`config.mk`:
```
export PLATFORM = sky130hd
export DESIGN_NAME = bba_ctrl
export DESIGN_NICKNAME = d
export VERILOG_FILES = /design/src/rtl/core/bba_pkg.sv /design/src/rtl/core/bba_ctrl.sv
export SDC_FILE = /design/constraint.sdc
export NUM_CORES = 1
export LEC_CHECK = 0
export ABC_AREA = 1
export ABC_CLOCK_PERIOD_IN_PS = 10400
export BUFFER_PORTS_ARGS = -buffer_cell sky130_fd_sc_hd__buf_4
export CORE_MARGIN = 1
export CORE_UTILIZATION = 40
export CTS_CLUSTER_SIZE = 16
export DETAILED_ROUTE_END_ITERATION = 10
export GPL_TIMING_DRIVEN = 0
export PLACE_DENSITY_LB_ADDON = 0.2
export SYNTH_ARGS = -nofsm -noshare
export SYNTH_HDL_FRONTEND = slang
export SYNTH_SLANG_ARGS = --single-unit
```
`constraint.sdc`:
```
create_clock -name clock -period 10.4 [get_ports clock]
set_input_delay 0 -clock clock [delete_from_list [all_inputs] [get_ports clock]]
set_output_delay 0 -clock clock [all_outputs]
set_load 0.01 [all_outputs]
```
`src/rtl/core/bba_pkg.sv`:
```
`default_nettype none

package bba_pkg;

   localparam int ORDER_W = 5;
   localparam int BYTES_W = 16;
   localparam int OFFSET_W = 16;

   localparam logic OP_ALLOC = 1'b0;
   localparam logic OP_FREE = 1'b1;

   localparam int CSR_ADDR_W = 3;
   localparam int CSR_DATA_W = 32;
   localparam logic REG_TOP_ORDER = 1'b0;
   localparam logic [ORDER_W-1:0] TOP_ORDER_RESET = 5'd16;

   typedef struct packed {
      logic operation;
      logic [BYTES_W-1:0] request_bytes;
      logic [OFFSET_W-1:0] block_offset;
   } req_type;

   typedef struct packed {
      logic success;
      logic [OFFSET_W-1:0] granted_offset;
   } rsp_type;

endpackage

`default_nettype wire

```
`src/rtl/core/bba_ctrl.sv`:
```
`default_nettype none

module bba_ctrl #(
   parameter int MAX_LEVEL = 16,
   parameter int MIN_LEVEL = 3,
   parameter int HEADER_BYTES = 24,
   parameter int ALIGN_BYTES = 8
) (
   input wire logic clock,
   input wire logic reset,
   input wire logic cfg_we,
   input wire logic [bba_pkg::ORDER_W-1:0] cfg_value,
   output logic [bba_pkg::ORDER_W-1:0] top_order,
   input wire logic req_valid,
   output logic req_ready,
   input wire bba_pkg::req_type req_data,
   output logic res_valid,
   input wire logic res_ready,
   output bba_pkg::rsp_type res_data,
   output logic mem_re,
   output logic [MAX_LEVEL-MIN_LEVEL-1:0] mem_raddr,
   input wire logic [2*(MAX_LEVEL-MIN_LEVEL)+8-1:0] mem_rdata,
   output logic mem_we,
   output logic [MAX_LEVEL-MIN_LEVEL-1:0] mem_waddr,
   output logic [2*(MAX_LEVEL-MIN_LEVEL)+8-1:0] mem_wdata
);

   localparam int OW = bba_pkg::ORDER_W;
   localparam int SW = MAX_LEVEL - MIN_LEVEL;
   localparam int LISTS = SW + 1;
   localparam int LW = $clog2(LISTS);
   localparam int SZW = bba_pkg::BYTES_W + 1;
   localparam logic [OW-1:0] MIN_O = OW'(MIN_LEVEL);
   localparam logic [OW-1:0] MAX_O = OW'(MAX_LEVEL);
   localparam logic [OW-1:0] TOP_RST =
      (bba_pkg::TOP_ORDER_RESET < MIN_O) ? MIN_O :
      ((bba_pkg::TOP_ORDER_RESET > MAX_O) ? MAX_O : bba_pkg::TOP_ORDER_RESET);
   localparam logic [OW-1:0] ORDER_LIMIT = 5'd31;

   typedef struct packed {
      logic [OW-1:0] order;
      logic free;
      logic [SW-1:0] next;
      logic next_ok;
      logic [SW-1:0] prev;
      logic prev_ok;
   } hdr_type;

   localparam logic [4:0] S_INIT = 5'd0;
   localparam logic [4:0] S_IDLE = 5'd1;
   localparam logic [4:0] S_ASIZE = 5'd2;
   localparam logic [4:0] S_ASCAN = 5'd3;
   localparam logic [4:0] S_AGET = 5'd4;
   localparam logic [4:0] S_ASPLIT = 5'd5;
   localparam logic [4:0] S_FGET = 5'd6;
   localparam logic [4:0] S_FMRG = 5'd7;
   localparam logic [4:0] S_FBUD = 5'd8;
   localparam logic [4:0] S_FABS = 5'd9;
   localparam logic [4:0] S_ULP = 5'd10;
   localparam logic [4:0] S_ULPW = 5'd11;
   localparam logic [4:0] S_ULN = 5'd12;
   localparam logic [4:0] S_ULNW = 5'd13;
   localparam logic [4:0] S_PSW = 5'd14;
   localparam logic [4:0] S_PSR = 5'd15;
   localparam logic [4:0] S_PSRW = 5'd16;
   localparam logic [4:0] S_DONE = 5'd17;

   localparam logic [1:0] R_SPLIT = 2'd0;
   localparam logic [1:0] R_ABSORB = 2'd1;
   localparam logic [1:0] R_DONE = 2'd2;

   function automatic logic [LW-1:0] lidx(input logic [OW-1:0] o);
      lidx = LW'(o - MIN_O);
   endfunction

   function automatic logic [SW-1:0] buddy(input logic [SW-1:0] s, input logic [OW-1:0] o);
      buddy = s ^ (SW'(1) << (o - MIN_O));
   endfunction

   logic [31:0] cap_tab [32];

   for (genvar g = 0; g < 32; g++) begin : g_cap
      localparam longint unsigned CAPV = ((64'd1 << g) / ALIGN_BYTES) * ALIGN_BYTES;
      assign cap_tab[g] = 32'(CAPV);
   end

   logic [4:0] state_ff, state_in;
   logic [1:0] ret_ff, ret_in;
   logic [OW-1:0] top_ff, top_in;
   logic [OW-1:0] want_ff, want_in;
   logic [OW-1:0] scan_ff, scan_in;
   logic [SZW-1:0] size_ff, size_in;
   logic [SW-1:0] s_ff, s_in;
   logic [SW-1:0] b_ff, b_in;
   hdr_type cur_ff, cur_in;
   hdr_type hb_ff, hb_in;
   logic [SW-1:0] px_ff, px_in;
   logic [OW-1:0] pord_ff, pord_in;
   logic [SW-1:0] ph_ff, ph_in;
   logic [SW-1:0] head_ff [LISTS];
   logic [SW-1:0] head_in [LISTS];
   logic [LISTS-1:0] hok_ff, hok_in;
   logic ok_ff, ok_in;
   logic [bba_pkg::OFFSET_W-1:0] gofs_ff, gofs_in;

   hdr_type rdh;
   logic [4:0] ret_state;
   logic [OW-1:0] sat_order;

   assign rdh = hdr_type'(mem_rdata);
   assign top_order = top_ff;
   assign res_data = '{success: ok_ff, granted_offset: gofs_ff};

   always_comb begin
      priority if (cfg_value < MIN_O) begin
         sat_order = MIN_O;
      end else if (cfg_value > MAX_O) begin
         sat_order = MAX_O;
      end else begin
         sat_order = cfg_value;
      end
   end

   always_comb begin
      unique case (ret_ff)
         R_SPLIT: ret_state = S_ASPLIT;
         R_ABSORB: ret_state = S_FABS;
         default: ret_state = S_DONE;
      endcase
   end

   always_comb begin
      hdr_type t;
      logic [LW-1:0] li;
      logic [SW-1:0] fs;
      logic [SW-1:0] amask;

      state_in = state_ff;
      ret_in = ret_ff;
      top_in = top_ff;
      want_in = want_ff;
      scan_in = scan_ff;
      size_in = size_ff;
      s_in = s_ff;
      b_in = b_ff;
      cur_in = cur_ff;
      hb_in = hb_ff;
      px_in = px_ff;
      pord_in = pord_ff;
      ph_in = ph_ff;
      head_in = head_ff;
      hok_in = hok_ff;
      ok_in = ok_ff;
      gofs_in = gofs_ff;
      mem_re = 1'b0;
      mem_raddr = s_ff;
      mem_we = 1'b0;
      mem_waddr = s_ff;
      mem_wdata = '0;
      req_ready = 1'b0;
      res_valid = 1'b0;
      t = rdh;
      li = lidx(pord_ff);
      fs = SW'(32'(req_data.block_offset) >> MIN_LEVEL);
      amask = (SW'(1) << (rdh.order - MIN_O)) - SW'(1);

      unique case (state_ff)
         S_INIT: begin
            t = '0;
            t.order = top_ff;
            t.free = 1'b1;
            mem_we = 1'b1;
            mem_waddr = '0;
            mem_wdata = t;
            state_in = S_IDLE;
         end
         S_IDLE: begin
            if (cfg_we) begin
               top_in = sat_order;
               hok_in = '0;
               hok_in[lidx(sat_order)] = 1'b1;
               head_in[lidx(sat_order)] = '0;
               t = '0;
               t.order = sat_order;
               t.free = 1'b1;
               mem_we = 1'b1;
               mem_waddr = '0;
               mem_wdata = t;
            end else begin
               req_ready = 1'b1;
               if (req_valid) begin
                  ok_in = 1'b0;
                  gofs_in = '0;
                  if (req_data.operation == bba_pkg::OP_ALLOC) begin
                     if (req_data.request_bytes == '0) begin
                        state_in = S_DONE;
                     end else begin
                        size_in = SZW'(req_data.request_bytes) + SZW'(HEADER_BYTES);
                        want_in = MIN_O;
                        state_in = S_ASIZE;
                     end
                  end else if (req_data.block_offset[MIN_LEVEL-1:0] != '0) begin
                     state_in = S_DONE;
                  end else if ((32'(req_data.block_offset) >> top_ff) != 32'd0) begin
                     state_in = S_DONE;
                  end else begin
                     s_in = fs;
                     mem_re = 1'b1;
                     mem_raddr = fs;
                     state_in = S_FGET;
                  end
               end
            end
         end
         S_ASIZE: begin
            if (want_ff != ORDER_LIMIT && 32'(size_ff) > cap_tab[want_ff]) begin
               want_in = want_ff + OW'(1);
            end else if (want_ff > top_ff) begin
               state_in = S_DONE;
            end else begin
               scan_in = want_ff;
               state_in = S_ASCAN;
            end
         end
         S_ASCAN: begin
            if (scan_ff > top_ff) begin
               state_in = S_DONE;
            end else if (hok_ff[lidx(scan_ff)]) begin
               s_in = head_ff[lidx(scan_ff)];
               mem_re = 1'b1;
               mem_raddr = head_ff[lidx(scan_ff)];
               state_in = S_AGET;
            end else begin
               scan_in = scan_ff + OW'(1);
            end
         end
         S_AGET: begin
            cur_in = rdh;
            hb_in = rdh;
            ret_in = R_SPLIT;
            state_in = S_ULP;
         end
         S_ULP: begin
            if (hb_ff.prev_ok) begin
               mem_re = 1'b1;
               mem_raddr = hb_ff.prev;
               state_in = S_ULPW;
            end else begin
               head_in[lidx(hb_ff.order)] = hb_ff.next;
               hok_in[lidx(hb_ff.order)] = hb_ff.next_ok;
               state_in = S_ULN;
            end
         end
         S_ULPW: begin
            t.next = hb_ff.next;
            t.next_ok = hb_ff.next_ok;
            mem_we = 1'b1;
            mem_waddr = hb_ff.prev;
            mem_wdata = t;
            state_in = S_ULN;
         end
         S_ULN: begin
            if (hb_ff.next_ok) begin
               mem_re = 1'b1;
               mem_raddr = hb_ff.next;
               state_in = S_ULNW;
            end else begin
               state_in = ret_state;
            end
         end
         S_ULNW: begin
            t.prev = hb_ff.prev;
            t.prev_ok = hb_ff.prev_ok;
            mem_we = 1'b1;
            mem_waddr = hb_ff.next;
            mem_wdata = t;
            state_in = ret_state;
         end
         S_ASPLIT: begin
            if (cur_ff.order > want_ff) begin
               cur_in.order = cur_ff.order - OW'(1);
               px_in = buddy(s_ff, cur_ff.order - OW'(1));
               pord_in = cur_ff.order - OW'(1);
               ret_in = R_SPLIT;
               state_in = S_PSW;
            end else begin
               t = cur_ff;
               t.free = 1'b0;
               mem_we = 1'b1;
               mem_waddr = s_ff;
               mem_wdata = t;
               ok_in = 1'b1;
               gofs_in = 16'(32'(s_ff) << MIN_LEVEL);
               state_in = S_DONE;
            end
         end
         S_PSW: begin
            t = '0;
            t.order = pord_ff;
            t.free = 1'b1;
            t.next = head_ff[li];
            t.next_ok = hok_ff[li];
            mem_we = 1'b1;
            mem_waddr = px_ff;
            mem_wdata = t;
            ph_in = head_ff[li];
            head_in[li] = px_ff;
            hok_in[li] = 1'b1;
            state_in = hok_ff[li] ? S_PSR : ret_state;
         end
         S_PSR: begin
            mem_re = 1'b1;
            mem_raddr = ph_ff;
            state_in = S_PSRW;
         end
         S_PSRW: begin
            t.prev = px_ff;
            t.prev_ok = 1'b1;
            mem_we = 1'b1;
            mem_waddr = ph_ff;
            mem_wdata = t;
            state_in = ret_state;
         end
         S_FGET: begin
            if (rdh.free || rdh.order < MIN_O || rdh.order > top_ff ||
                (s_ff & amask) != '0) begin
               state_in = S_DONE;
            end else begin
               cur_in = rdh;
               cur_in.free = 1'b1;
               state_in = S_FMRG;
            end
         end
         S_FMRG: begin
            if (cur_ff.order < top_ff) begin
               b_in = buddy(s_ff, cur_ff.order);
               mem_re = 1'b1;
               mem_raddr = buddy(s_ff, cur_ff.order);
               state_in = S_FBUD;
            end else begin
               px_in = s_ff;
               pord_in = cur_ff.order;
               ret_in = R_DONE;
               ok_in = 1'b1;
               state_in = S_PSW;
            end
         end
         S_FBUD: begin
            if (!rdh.free || rdh.order != cur_ff.order) begin
               px_in = s_ff;
               pord_in = cur_ff.order;
               ret_in = R_DONE;
               ok_in = 1'b1;
               state_in = S_PSW;
            end else begin
               hb_in = rdh;
               ret_in = R_ABSORB;
               state_in = S_ULP;
            end
         end
         S_FABS: begin
            mem_we = 1'b1;
            if (b_ff < s_ff) begin
               t = cur_ff;
               t.free = 1'b0;
               mem_waddr = s_ff;
               mem_wdata = t;
               s_in = b_ff;
               cur_in = hb_ff;
               cur_in.order = cur_ff.order + OW'(1);
            end else begin
               t = hb_ff;
               t.free = 1'b0;
               mem_waddr = b_ff;
               mem_wdata = t;
               cur_in.order = cur_ff.order + OW'(1);
            end
            state_in = S_FMRG;
         end
         S_DONE: begin
            res_valid = 1'b1;
            if (res_ready) begin
               state_in = S_IDLE;
            end
         end
         default: begin
            state_in = S_IDLE;
         end
      endcase
   end

   always_ff @(posedge clock) begin
      if (reset) begin
         state_ff <= S_INIT;
         ret_ff <= R_DONE;
         top_ff <= TOP_RST;
         hok_ff <= LISTS'(1) << lidx(TOP_RST);
         head_ff[lidx(TOP_RST)] <= '0;
         ok_ff <= 1'b0;
         gofs_ff <= '0;
      end else begin
         state_ff <= state_in;
         ret_ff <= ret_in;
         top_ff <= top_in;
         hok_ff <= hok_in;
         head_ff <= head_in;
         ok_ff <= ok_in;
         gofs_ff <= gofs_in;
      end
   end

   always_ff @(posedge clock) begin
      want_ff <= want_in;
      scan_ff <= scan_in;
      size_ff <= size_in;
      s_ff <= s_in;
      b_ff <= b_in;
      cur_ff <= cur_in;
      hb_ff <= hb_in;
      px_ff <= px_in;
      pord_ff <= pord_in;
      ph_ff <= ph_in;
   end

`ifndef SYNTHESIS
   a_one_access: assert property (@(posedge clock) disable iff (reset)
      !(mem_re && mem_we))
      else $error("Header memory read and written in the same cycle.");

   a_split_order: assert property (@(posedge clock) disable iff (reset)
      state_ff == S_ASPLIT |-> cur_ff.order >= want_ff)
      else $error("Split went below the wanted order.");

   a_merge_order: assert property (@(posedge clock) disable iff (reset)
      state_ff == S_FMRG |-> (cur_ff.order >= MIN_O && cur_ff.order <= top_ff))
      else $error("Merge order left the managed range.");

   a_done_after_item: assert property (@(posedge clock) disable iff (reset)
      req_valid && req_ready |=> state_ff != S_IDLE)
      else $error("Accepted item produced no work.");
`endif

endmodule

`default_nettype wire

```
Word level (Yosys, flattened, before mapping) --
Memory sizes are Yosys's and may differ from the RTL's. Index checks and enable logic that the tools add are counted. W data, S select, Z words.
Storage, ports and cells: register bits after elaboration 375, memory bits (read-only) 1024, input bits 77, output and inout bits 86, logic and storage cells 314, memories kept 1
Memories:
- (no name shown) | depth 32, width 32, read ports 1, clocked after Yosys merged registers in 0, wr ports 0, RTL line bba_ctrl.sv:216 | if (want_ff != ORDER_LIMIT && 32'(size_ff) > cap_tab[want_ff]) begin
Cells by class: add/subtract/negate cells 13, order comparisons 25, equal/unequal tests 40, shift-type cells 4, multiplexer cells 131, bitwise gates (word level) 15, reduce and logical (&&, ||, !) cells 47
Operators with widths (count):
- $pmux W182 S3 | 1
- $bwmux W182 | 2
- $mux W182 | 2
- $mux W13 | 23
- $pmux W34 S8 | 1
- $and A182 B182 Y182 | 1
- $not A182 Y182 | 1
- $mux W34 | 5
- $demux W13 S4 | 3
- $mux W5 | 29
- $bmux W13 S4 | 2
- $pmux W13 S7 | 1
- $pmux W28 S3 | 1
- $pmux W5 S16 | 1
- $pmux W13 S3 | 2
- $pmux W13 S6 | 1
- $pmux W34 S2 | 1
- $mux W32 | 2
- $mux W16 | 3
- $pmux W14 S3 | 1
- $eq A5 B4 Y1 const B | 8
- $shl A1 B5 Y13 const A | 3
- $ne A2 B2 Y1 const B | 19
- $gt A17 B32 Y1 | 1
- other kinds (65) | 161

Longest topological paths before layout --
Gate-level depths: netlist of the first run.
depth after elaboration 13, depth in mapped cells 19, mapped depth without buffers 18

Worst setup path after synthesis of the first run --
No wires, ideal clock.
kind flip-flop to flip-flop, start point reg state_ff[1], end point reg head_ff[100] in the netlist's numbering (enable), setup time 0.457 ns, data arrival time 3.398 ns, required time 9.943 ns, slack 6.546 ns, cell stages (with the launch flop) 10, buffers on the path 1, clock period less this slack 3.854 ns, path through dfxtp_1 > inv_1 > nand2_1 > inv_1 > nand3_2 > nor2_1 > inv_2 > nand3_2 > nor2_1 > buf_2
On the way: cells in the longest elaborated chain, start to end 3, elaborated cells on any way between the ends 7, classes of those cells 5 x eq/ne; 2 x reduce/logical
RTL lines:
- start, declared | RTL line bba_ctrl.sv:87 | logic [4:0] state_ff, state_in;
- start signal, assigned | RTL line bba_ctrl.sv:402 | state_ff <= state_in;
- $eq A5 B4 Y1 / $eq A5 B1 Y1 (equally long branches) | RTL line bba_ctrl.sv:167 | unique case (state_ff)
- $ne A2 B2 Y1 (no source line) / $reduce_bool A3 Y1 (equally long branches)
- $reduce_and A4 Y1 (no source line) (*)
- end signal, assigned | RTL line bba_ctrl.sv:406 | head_ff <= head_in;
- end, declared | RTL line bba_ctrl.sv:100 | logic [SW-1:0] head_ff [LISTS];
Every way passes the cells marked *; elsewhere a longest branch is shown, timed or not. A chain may end at the register's enable or synchronous reset.

Worst setup path after layout of the first run --
start point reg pord_ff[0], end point out mem_wdata[15]
On the way: cells in the longest elaborated chain, start to end 6
RTL lines:
- start, declared | RTL line bba_ctrl.sv:98 | logic [OW-1:0] pord_ff, pord_in;
- start signal, assigned | RTL line bba_ctrl.sv:421 | pord_ff <= pord_in;
- $sub A4 B2 Y4 | RTL line bba_ctrl.sv:73 | lidx = LW'(o - MIN_O);
- $not A4 Y5 (implied by the code) | RTL line bba_ctrl.sv:301 | t.next = head_ff[li];
- $bmux W13 S4 | RTL line bba_ctrl.sv:301
- $mux W13 (implied by the code) (2 in a row) | RTL line bba_ctrl.sv:301
- $pmux W34 S8 | RTL line bba_ctrl.sv:167
- end, declared | RTL line bba_ctrl.sv:25 | output logic [2*(MAX_LEVEL-MIN_LEVEL)+8-1:0] mem_wdata
Every way passes these cells. The select of a mux whose other input is x is not followed.

==> metrics.cfg, run 1 <==
[global_route]
grt_max_degree=103
first_global_vias=29360
antenna_found_initial=9
grt_pass1_wl_um=220100
grt_overflow=0
grt_util_all_layers_pct=44.20

[sta]
finalClockSkew_ns=0.04527
min_period_ns=7.546
tightest_slew_ns=1.552
max_freq_mhz=132.5
finalSetupViolations=0
max_slew_margin_pct=-3.448
hold_viol=0
slew_violations=11
rsz0062_at_grt=no
fin_crit_sh_pct=72.56
setup_tns_ns=0

[critical_path]
startpoint_type=flip-flop
r2r_cells=10
critPathTopFamily=buffers and inverters
path_buf_inv=7
cp-end-kind=output port
rr_startpoint=pord_ff[0]
slowest_delay_ns=0.95
slowest_stage=o21ai_0
path_max_fanout=11
r2r_setup_slack_ns=3.66
critical_path_arrival_ns=7.55
r2r-end=ph_ff[0]
cpMostUsedCell=clkbuf_1
cp_cell_sequence=inv_1 > clkbuf_1 > clkbuf_1 > ha_1 > inv_1 > clkbuf_1 > clkbuf_1 > o21ai_0 > o21ai_0 > a221oi_1 > nand2_1 > o2111ai_1 > buf_4
cp.required_ns=10.40
path_class=reg2out

[clocking]
cts_sinks=372
clk_pin_slew_ns=0.06
cts_tree=built
cts-root-buf=clkbuf_16
cts_inserted_buffers=47
h-tree-depth=2
cts_setup_buffers=0
clk_latency_ns=0.65
clockBufferDepth=3

[logic_synthesis]
syn_area_um2=27410
synth.most_common_cell=o21ai_0
avgSynthCellArea_um2=7.766
yosysSeqAreaShare_pct=38.82
postSynthCellCount=3530
synth_commonest_cells=o21ai_0, nand2_1, a21oi_1
yosys-top-cells-area=edfxtp_1, o21ai_0, a21oi_1
synth_top_area_cell=edfxtp_1
ys_ff_latch=372
synthArstFlopShare_pct=0
yosysTopAreaCellShare_pct=34.94
synth-edff-count=319
synth_cell_types=65
yosys_warnings=0
ys.flop_type=edfxtp_1

[finish]
final_net_count=3976
drive_gt1_share_pct=11.02
multi_input_area_um2=14000
fin_util_pct=47.79
fill_cells=6821
areaGrowthSynthToFinish_pct=17.69
regArea_um2=10640

[route]
drtIter0Drc=5331
totalWireLength_um=158900
wl_per_cell_um=33.48
route.detailed.drc=0
via_per_inst=6.659
vias=31610
first_pass_iters=8
ant_nets=0

[job]
cap_viol_max_count=1

[power]
sequentialPowerShare_pct=36.6
p_comb_share_pct=32.1
pwr-share-clk_pct=31.2
vdd_drop_max_v=0.0001660
p_leak_nw=12.48
p_per_area_nw_per_um2=172.5
p_int_w=0.003398
power.switching_w=0.002167
swShare_pct=38.94

[die]
core_area_um2=67510
initial_utilization_pct=40.60
die_height_um=263.8
die_w_um=263.8
dieArea_um2=69580
num_rows=95
io_pins=163

[min_path]
holdPathEnd=s_ff[4]
hold_class=in2reg
hold_path_depth=5
min_from=req_data[7]

[outcome]
violations=capacitance limit, slew limit
status=finished with violations

[placed_design]
place_hpwl_um=119100
portBuffers=158
gp_congestion=1.102

==> cell type report <==
cell class              instances  area share, %
diodes                          7        0.05430
inverters                     456          5.305
clock buffers                  60          3.967
well taps                     873          3.386
clock inverters                27         0.9385
repair buffers                247          6.562
multi-input cells            2454          43.40
plain buffers                 250          3.401
flip-flops and latches        372          32.98
==> power by group through the flow <==
| stage | registers, W | clock network (W) | logic [W] |
|---|---|---|---|
| after detailed placement | 0.00205 | 0 | 0.00168 |
| final | 0.00204 | 0.00174 | 0.00179 |
| after global routing | 0.00205 | 0.00177 | 0.00186 |
| after global placement | 0.00207 | 0 | 0.00166 |
| after floorplan | 0.00199 | 0 | 0.000948 |
| after CTS | 0.00203 | 0.00172 | 0.00171 |
==> metrics by stage <==
| stage | area (um2) | hold slack [ns] | cells | worst slack (ns) | total power, W |
|---|---|---|---|---|---|
| 2_1_floorplan | 27420 | 0.09887 | 3532 | 6.546 | 0.002939 |
| 3_3_place_gp | 29700 | 0.1908 | 4563 | 4.153 | 0.003731 |
| 3_5_place_dp | 29830 | 0.1926 | 4569 | 4.206 | 0.003732 |
| 4_1_cts | 32240 | 0.01948 | 4739 | 3.517 | 0.005458 |
| 5_1_grt | 32250 | 0.05025 | 4742 | 3.183 | 0.005680 |
| 6_report | 32260 | 0.03998 | 4746 | 2.854 | 0.005565 |
==> worst register-to-register path, stage by stage (launching register included) <==
cell	delay (ns)
edfxtp_1	0.44
inv_1	0.46
clkbuf_1	0.71
clkbuf_1	0.95
ha_1	0.47
inv_1	0.20
clkbuf_1	0.72
clkbuf_1	0.81
o21ai_0	0.21
o21ai_0	0.95
a221oi_1	0.47
==> flip-flops by register name, indices dropped and copies added (netlist names), 13 cells and up <==
| register | count |
|---|---|
| ph_ff | 13 |
| cur_ff | 33 |
| s_ff | 13 |
| hok_ff | 14 |
| gofs_ff | 13 |
| b_ff | 13 |
| px_ff | 13 |
| head_ff | 182 |
| size_ff | 17 |
| hb_ff | 33 |
==> metal layers <==
layer	vias to the layer above	GRT usage, %	part of all wire (%)
li1	13450	-	-
met1	14960	54.18	37
met2	2562	66.58	43
met3	629	12.02	12
met4	6	32.62	8.5
met5	-	0	0.026
==> logic make-up after synthesis <==
logic type / synth area share, %
AOI/OAI and AO/OA: 31.30
xor gates and xnor gates: 1.643
adders and majority gates: 3.241
buffers and inverters: 10.21
DFF: 38.82
other: 0.01368
and+or+nand+nor: 14.77
==> worst max path at each step <==
stage	startpoint	endpoint	slack, ns	depth (start not counted)
2_1_floorplan	state_ff[1]	head_ff[100]	6.55	9
3_3_place_gp	pord_ff[0]	mem_wdata[20]	4.15	13
3_5_place_dp	pord_ff[0]	mem_wdata[20]	4.21	13
4_1_cts	pord_ff[0]	mem_wdata[20]	3.52	13
5_1_grt	pord_ff[0]	mem_wdata[15]	3.18	14
6_report	pord_ff[0]	mem_wdata[15]	2.85	13
==> layout by cell type (no fill, tap or decap), types with 9 or more instances in the layout <==
master	synthesis	final
o21ai_0	530	529
nand2_1	463	463
a21oi_1	408	408
inv_1	395	395
edfxtp_1	319	319
nor2_1	216	216
o221ai_1	190	190
buf_4	13	171
clkbuf_1	156	164
nand3_1	107	107
dlygate4sd3_1	0	83
ha_1	71	71
buf_2	67	66
dfxtp_1	53	53
nand4_1	50	50
clkbuf_16	0	48
o211ai_1	45	45
xor2_1	42	42
inv_2	38	38
o2111ai_1	35	35
a22oi_1	32	32
clkinv_1	23	30
a221oi_1	29	29
o22ai_1	28	28
nor3_1	22	20
a211oi_1	17	17
nor2_2	14	14
nor4_1	14	14
o311ai_0	13	13
a32o_1	13	13
buf_1	11	11
o21ai_1	10	11
a22o_1	11	11
nand2_2	9	9
a22oi_2	9	9
clkinv_2	0	9
==> repair_timing <==
item,CTS,global route
endpoints found under the setup margin,0,0
hold buffers,83,0
gates resized for setup,0,0
endpoints found under the hold margin,103,0
No activity file was read; power rests on OpenSTA's default activity.
==> run 2, diff against run 1 <==
Settings changed: ABC_CLOCK_PERIOD_IN_PS 10400 to 7000.
Clock period 10.4 ns to 7 ns, I/O delays scaled along.
==> run 2 against run 1 <==
  * The run still ends with capacitance limit, slew limit left
  * Clock power is 48% higher
  * Critical path depth stayed put
  * First-iteration DRC count is 0.15% lower
  * Final cell count hardly changed
  * Non-clock buffer count stayed put
  * Register-to-register slack worse by 2.8 ns
  * Flip-flop and latch count stayed put
  * Design area hardly changed
==> metrics.cfg, run 2 (synthesis gave the netlist of run 1 again) <==
[global_route]
antenna_found_initial=9
first_global_vias=29360
grt_max_degree=103
grt_pass1_wl_um=220100
grt_util_all_layers_pct=44.20
grt_overflow=0

[sta]
hold_viol=0
setup_tns_ns=0
finalClockSkew_ns=0.04497
slew_violations=10
tightest_slew_ns=1.504
max_slew_margin_pct=-0.2930
rsz0062_at_grt=no
finalSetupViolations=0
min_period_ns=6.983
fin_crit_sh_pct=99.76
max_freq_mhz=143.2

[die]
die_height_um=263.8
dieArea_um2=69580
io_pins=163
core_area_um2=67510
die_w_um=263.8
num_rows=95
initial_utilization_pct=40.60

[critical_path]
path_class=reg2out
critical_path_arrival_ns=6.98
rr_startpoint=pord_ff[0]
cp-end-kind=output port
path_max_fanout=11
r2r_cells=10
r2r_setup_slack_ns=0.85
crit_end=mem_wdata[20]
startpoint_type=flip-flop
cp.required_ns=7.00
startpoint=pord_ff[0]
r2r-end=ph_ff[5]

[clocking]
cts-root-buf=clkbuf_16
clockBufferDepth=3
cts_inserted_buffers=47
h-tree-depth=2
clk_latency_ns=0.65
clk_pin_slew_ns=0.06
cts_setup_buffers=0
cts_sinks=372
cts_tree=built

[finish]
fin_util_pct=47.81
layout_commonest_cell=o21ai_0
final_net_count=3976
largestRegisters=head_ff: 182 flops, cur_ff: 33 flops, hb_ff: 33 flops
drive_gt1_share_pct=11.10
largest_reg_flops=182
areaGrowthSynthToFinish_pct=17.76
regMostFlops=head_ff
final_cell_mix=o21ai_0, nand2_1, a21oi_1

[route]
via_per_inst=6.677
drtIter0Drc=5323
route.detailed.drc=0
vias=31700
wl_per_cell_um=33.48
ant_nets=0
first_pass_iters=9
totalWireLength_um=159000

[power]
pwr-share-clk_pct=31.2
p_int_w=0.005048
swShare_pct=38.97
p_per_area_nw_per_um2=256.2
sequentialPowerShare_pct=36.7
vdd_drop_max_v=0.0002490
p_leak_nw=12.49
p_comb_share_pct=32.1
power.switching_w=0.003224

[placed_design]
portBuffers=158
gp_congestion=1.102
place_hpwl_um=119100

[min_path]
hold_path_depth=5
hold_class=in2reg

[job]
cap_viol_max_count=1

[outcome]
status=finished with violations
violations=capacitance limit, slew limit

[run 2: cell types whose count changed in the layout (fill, tap and decap cells not counted), sizes merged]
cell   change
diode      +2
[run 2: worst max-delay path, stage by stage, from the launching register on]
cell,delay [ns]
edfxtp_1,0.44
inv_1,0.47
clkbuf_1,0.67
clkbuf_2,0.58
ha_1,0.41
inv_1,0.19
clkbuf_1,0.74
clkbuf_1,0.80
o21ai_0,0.19
o21ai_0,0.87
a221oi_1,0.43
nand2_1,0.20
o2111ai_1,0.13
buf_4,0.20
[run 2: cell type report]
cell class / count / area [um2]
well taps: 873 / 1092
clock buffers: 60 / 1280
diodes: 9 / 22.52
clock inverters: 27 / 302.8
plain buffers: 250 / 1099
multi-input cells: 2454 / 14020
fillers: 6820 / 35230
repair buffers: 247 / 2117
inverters: 456 / 1712
flip-flops and latches: 372 / 10640
[run 2: power groups by stage]
| stage | Combinational, W | Sequential [W] | Clock [W] |
|---|---|---|---|
| floorplan | 0.00141 | 0.00296 | 0 |
| global placement | 0.00246 | 0.00308 | 0 |
| detailed placement | 0.00249 | 0.00305 | 0 |
| CTS | 0.00254 | 0.00301 | 0.00256 |
| global route | 0.00276 | 0.00304 | 0.00263 |
| finish | 0.00266 | 0.00303 | 0.00258 |
[run 2: worst min path at each step]
stage,to,slack [ns],from
final,s_ff[4],0.04,req_data[7]
after global routing,s_ff[4],0.05,req_data[7]
after CTS,hok_ff[12],0.02,cfg_value[3]
after detailed placement,size_ff[1],0.19,req_data[17]
after global placement,size_ff[0],0.19,req_data[16]
after floorplan,hb_ff[0],0.1,mem_rdata[0]
[run 2: through the flow]
step                hold slack, ns  instance area [um2]  worst slack [ns]  cells  total power, W
finish                     0.04064                32280           0.01682   4748        0.008272
global route               0.05025                32270            0.2405   4742        0.008440
CTS                        0.01948                32240            0.1168   4739        0.008108
detailed placement          0.1926                29830            0.8061   4569        0.005544
global placement            0.1908                29700            0.7528   4563        0.005543
floorplan                  0.09887                27420             3.146   3532        0.004367
[run 2: metal layers]
| metal | GRT usage [%] | vias to the layer above | part of all wire [%] |
|---|---|---|---|
| met5 | 0 | - | 0.021 |
| met4 | 32.62 | 4 | 8.6 |
| met3 | 12.02 | 643 | 12 |
| met2 | 66.58 | 2615 | 43 |
| met1 | 54.18 | 14990 | 36 |
| li1 | - | 13460 | - |
[run 2: what timing repair did]
item,in CTS,in global routing
hold buffers,83,0
setup endpoints to repair,0,7
endpoints found under the hold margin,103,0
resized for setup,0,5
